[src/rtl/positional_list_store_assert.svh]
// Assertion helpers shared by the list store modules.
// Each expects clk and rst_n in scope.
`ifndef POSITIONAL_LIST_STORE_ASSERT_SVH
`define POSITIONAL_LIST_STORE_ASSERT_SVH

// Same-cycle implication
`define PLS_ASSERT_IMP(lbl, ante, cons, msg) \
  lbl: assert property (@(posedge clk) disable iff (!rst_n) (ante) |-> (cons)) \
    else $error(msg);

// Next-cycle implication
`define PLS_ASSERT_NXT(lbl, ante, cons, msg) \
  lbl: assert property (@(posedge clk) disable iff (!rst_n) (ante) |=> (cons)) \
    else $error(msg);

`endif

[src/rtl/pls_pkg.sv]
`timescale 1ns / 1ps
package pls_pkg;

  localparam int DEPTH_DEF = 256;

  // Word widths; the stream words are padded to whole bytes
  localparam int IN_W  = 48;
  localparam int OUT_W = 48;
  localparam int VAL_W = 32;
  localparam int POS_W = 9;
  localparam int ECNT_W = 9;

  typedef enum logic [1:0] {
    CMD_INSERT,
    CMD_REMOVE,
    CMD_READ,
    CMD_SEARCH
  } cmd_t;

  typedef enum logic [1:0] {
    ST_OK,
    ST_BADPOS,
    ST_FULL,
    ST_EMPTY
  } status_t;

  // Controller to datapath
  typedef struct packed {
    logic load;
    logic walk;
    logic put;
    logic finish;
  } ctl_t;

  // Datapath to controller
  typedef struct packed {
    logic plan_walk;
    logic plan_put;
    logic last;
    logic out_free;
  } sts_t;

endpackage

[src/rtl/pls_ctrl.sv]
`timescale 1ns / 1ps
`include "positional_list_store_assert.svh"
module pls_ctrl (
  input  logic          clk,
  input  logic          rst_n,
  input  logic          in_tvalid,
  output logic          in_tready,
  input  pls_pkg::sts_t sts,
  output pls_pkg::ctl_t cmd
);

  typedef enum logic [2:0] {
    S_IDLE,
    S_WALK,
    S_DRAIN,
    S_PUT,
    S_FINISH
  } state_t;

  state_t state_r;
  logic   put_r;

  // Commands decoded from state
  always_comb begin
    cmd        = '0;
    in_tready  = 1'b0;
    unique case (state_r)
      S_IDLE: begin
        in_tready = 1'b1;
        cmd.load  = in_tvalid;
      end
      S_WALK:   cmd.walk   = 1'b1;
      S_DRAIN:  cmd.walk   = 1'b0;
      S_PUT:    cmd.put    = 1'b1;
      S_FINISH: cmd.finish = sts.out_free;
      default:  cmd        = '0;
    endcase
  end

  // Sequencer
  always_ff @(posedge clk) begin
    if (!rst_n) begin
      state_r <= S_IDLE;
      put_r   <= 1'b0;
    end else begin
      unique case (state_r)
        S_IDLE: begin
          if (in_tvalid) begin
            put_r <= sts.plan_put;
            if (sts.plan_walk) begin
              state_r <= S_WALK;
            end else if (sts.plan_put) begin
              state_r <= S_PUT;
            end else begin
              state_r <= S_FINISH;
            end
          end
        end
        S_WALK: begin
          if (sts.last) begin
            state_r <= S_DRAIN;
          end
        end
        // last read word is written back, compared or captured here
        S_DRAIN:  state_r <= put_r ? S_PUT : S_FINISH;
        S_PUT:    state_r <= S_FINISH;
        S_FINISH: begin
          if (sts.out_free) begin
            state_r <= S_IDLE;
          end
        end
        default: state_r <= S_IDLE;
      endcase
    end
  end

  `PLS_ASSERT_NXT(a_walk_end, state_r == S_WALK && sts.last, state_r == S_DRAIN, "walk overran")
  `PLS_ASSERT_IMP(a_one_cmd, 1'b1, $onehot0({cmd.load, cmd.walk, cmd.put, cmd.finish}), "commands overlap")
  `PLS_ASSERT_NXT(a_put_finish, state_r == S_PUT, state_r == S_FINISH, "put not followed by finish")

endmodule
[config.mk]
export PLATFORM = sky130hd
export DESIGN_NAME = pls_ctrl
export DESIGN_NICKNAME = d
export VERILOG_FILES = /design/src/rtl/pls_pkg.sv /design/src/rtl/pls_ctrl.sv
export VERILOG_INCLUDE_DIRS = /design/src /design/src/rtl
export SDC_FILE = /design/constraint.sdc
export NUM_CORES = 1
export LEC_CHECK = 0
export BUFFER_PORTS_ARGS = -buffer_cell sky130_fd_sc_hd__buf_2
export CAP_MARGIN = 20
export CELL_PAD_IN_SITES_DETAIL_PLACEMENT = 0
export CELL_PAD_IN_SITES_GLOBAL_PLACEMENT = 1
export CORE_AREA = 2 2 39 41
export DETAILED_ROUTE_END_ITERATION = 8
export DIE_AREA = 0 0 41 43
export GPL_TIMING_DRIVEN = 0
export PLACE_DENSITY_LB_ADDON = 0.1
export SYNTH_ARGS = -nofsm -noshare
export SYNTH_HDL_FRONTEND = slang
export SYNTH_SLANG_ARGS = --single-unit
[constraint.sdc]
create_clock -name clk -period 1.2 [get_ports clk]
set_input_delay 0.24 -clock clk [delete_from_list [all_inputs] [get_ports clk]]
set_output_delay 0.24 -clock clk [all_outputs]
set_load 0.05 [all_outputs]
==> results.py <==
metrics = {
    "outcome": {
        "status": "finished with violations",
        "violations": "negative setup slack",
    },
    "floorplanning": {
        "row_count": 14,
        "core_area_um2": 1380,
        "die_x_um": 41,
        "die-area_um2": 1760,
        "io_pins": 12,
        "start_util": 0.202,
        "die_y_um": 43,
    },
    "cts": {
        "clk_pin_slew_ps": 40,
        "clock_path_buffers": 2,
        "clockRootBuffer": "clkbuf_4",
        "htreeDepth": 1,
        "numCtsBuffers": 3,
        "cts_sinks": 4,
        "cts_tree": "built",
        "clk_latency_ps": 230,
    },
    "pwr": {
        "switchingPower_mw": 0.249,
        "p_clk_frac": 0.236,
        "p_leak_nw": 0.214,
        "peakVddDrop_v": 0.000690,
        "pwr-share-comb": 0.513,
        "sequentialPowerShare": 0.250,
        "powerDensity_nw_per_um2": 1350,
        "netSwitchingFraction": 0.368,
        "p_int_mw": 0.427,
    },
    "timing": {
        "worst_pin_slew_ps": 248,
        "min_period_over_period": 1.16,
        "rsz0062_at_grt": "yes",
        "relSlewSlack": 0.834,
        "finalHoldViolCount": 0,
        "fin_worst_skew_ps": 5.19,
        "setup_violations": 6,
        "slew_viol_final": 0,
        "fmax_mhz": 718,
        "finalWorstSetupSlack_ps": -194,
        "period_needed_ps": 1390,
    },
    "cells_and_area": {
        "diodes": 0,
        "syn_to_final_growth_pct": 79.4,
        "fin_area_um2": 500,
        "drive_above_1_share": 0.640,
        "final_util": 0.362,
        "final_nets": 59,
    },
    "setup_path": {
        "crit_arrival_ps": 1150,
        "path_max_fanout": 8,
        "cp.required_ps": 960,
        "r2r_start": "state_r[0]",
        "cp-start-kind": "flip-flop",
        "r2r_slack_ps": -20,
        "crit_type": "flip-flop to output pin",
        "rr_worst_depth": 5,
        "crit_start": "state_r[0]",
        "rr_endpoint": "put_r",
        "cp-end-kind": "output pin",
    },
    "routing": {
        "viasPerCell": 4.55,
        "wl_per_cell_um": 11.3,
        "m1WireLength_um": 349,
        "vias": 300,
        "wl_met2_um": 351,
        "wl_um": 744,
        "route.met3.wl_um": 42,
        "firstDrtPassIters": 3,
        "ant_nets": 0,
        "drt-initial-drc-count": 3,
        "dr.max_layer_used": "met3",
        "drcViolationCount": 0,
    },
    "job": {
        "maxCapViolations": 0,
    },
    "yosys": {
        "synthDistinctLibCells": 21,
        "ys_warn_count": 0,
        "avgSynthCellArea_um2": 9.30,
        "syn_inst": 30,
        "netlist_area_um2": 279,
        "yosys_register_bits": 4,
        "ys_seq_area_frac": 0.287,
        "syn_nets": 37,
    },
    "hold_path": {
        "min_to": "put_r",
        "min_path_type": "primary input to flip-flop",
        "timing.hold.worst_path_depth": 2,
        "hp-start": "rst_n",
    },
    "grt": {
        "grtUsageTotal": 0.100,
        "antenna_found_initial": 0,
        "grt_overflow": 0,
        "grt_max_degree": 9,
        "grt_pass1_vias": 277,
        "grt_pass1_wl_mm": 1.15,
    },
    "placement": {
        "place_congestion": 0.650,
        "dpl_cell_area_um2": 365,
        "port_buffers": 11,
    },
}
[sequential cells by signal, indices dropped and copies added (netlist names)]
| signal | count |
|---|---|
| put_r | 1 |
| state_r | 3 |
[worst max-delay path by stage]
| stage | end | slack [ps] |
|---|---|---|
| floorplan | put_r | -320 |
| global route | cmd[3] | -260 |
| CTS | cmd[3] | -230 |
| finish | cmd[3] | -190 |
| detailed placement | cmd[0] | -90 |
| global placement | cmd[0] | -80 |
[synthesized netlist by cell type, drive strengths merged]
library cell	n	area share
a21oi	1	0.018
and3	1	0.022
and3b	1	0.036
buf	2	0.067
dfxtp	4	0.29
mux2	1	0.040
mux2i	1	0.036
nand2	1	0.013
nand3b	2	0.054
nand4b	1	0.031
nor2	2	0.027
nor2b	3	0.067
nor3	2	0.036
nor3b	1	0.027
nor4b	1	0.085
o21ai	3	0.067
o21bai	1	0.027
o22a	1	0.031
o31ai	1	0.027
[worst max-delay path: stages (launching register included)]
cell and delay (ps):
dfxtp_1 300, buf_6 130, nor4b_4 290, buf_6 200
[stage by stage]
| step | hold slack [ps] | instances | setup slack, ps | TNS (ps) | total power [mW] |
|---|---|---|---|---|---|
| 6_report | 296 | 66 | -194 | -807 | 0.676 |
| 5_1_grt | 306 | 66 | -255 | -1150 | 0.724 |
| 4_1_cts | 286 | 64 | -228 | -917 | 0.662 |
| 3_5_place_dp | 521 | 57 | -89.2 | -213 | 0.417 |
| 3_3_place_gp | 523 | 57 | -79.5 | -184 | 0.415 |
| 2_1_floorplan | 368 | 30 | -324 | -1180 | 0.362 |
[cell usage in the layout, fill, tap and decap left out, drive strengths merged]
master | netlist | layout
nor3b | 1 | 1
nor4b | 1 | 1
mux2 | 1 | 1
a21oi | 1 | 1
mux2i | 1 | 1
nand3b | 2 | 2
nand2 | 1 | 1
buf | 2 | 19
o21ai | 3 | 3
and3 | 1 | 1
nand4b | 1 | 1
nor2 | 2 | 2
o21bai | 1 | 1
nor2b | 3 | 3
dfxtp | 4 | 4
and3b | 1 | 1
nor3 | 2 | 2
clkbuf | 0 | 3
o31ai | 1 | 1
o22a | 1 | 1
[cell families after synthesis]
group,synth area share
multiplexers,0.0762
buffers and inverters,0.0673
AND/OR/NAND/NOR,0.399
AO/OA/AOI/OAI,0.170
flip-flops,0.287
[layout make-up]
| cell class | instances | area (µm²) |
|---|---|---|
| Sequential cell | 4 | 85.1 |
| Multi-Input combinational cell | 24 | 211 |
| Clock buffer | 3 | 22.5 |
| Timing Repair Buffer | 17 | 139 |
| Tap cell | 16 | 20.0 |
| Buffer | 2 | 22.5 |
| Fill cell | 149 | 883 |
[layer usage]
layer,up-vias,GRT usage
met3,0,0.0628
met4,0,0.0400
met5,-,0
li1,153,-
met2,11,0.138
met1,136,0.122
[power by group through the flow]
| stage | Clock [mW] | Combinational, mW | Sequential, mW |
|---|---|---|---|
| after global routing | 0.184 | 0.370 | 0.171 |
| after global placement | 0 | 0.247 | 0.168 |
| after CTS | 0.171 | 0.322 | 0.169 |
| after floorplan | 0 | 0.197 | 0.165 |
| final | 0.160 | 0.347 | 0.169 |
| after detailed placement | 0 | 0.249 | 0.168 |
[what timing repair did]
action	in CTS	in global routing
resized for setup	17	4
setup endpoints to repair	6	9
setup buffers	4	2
hold buffers	0	0
pin swaps	3	2
Power figures use the tool's default switching activity.
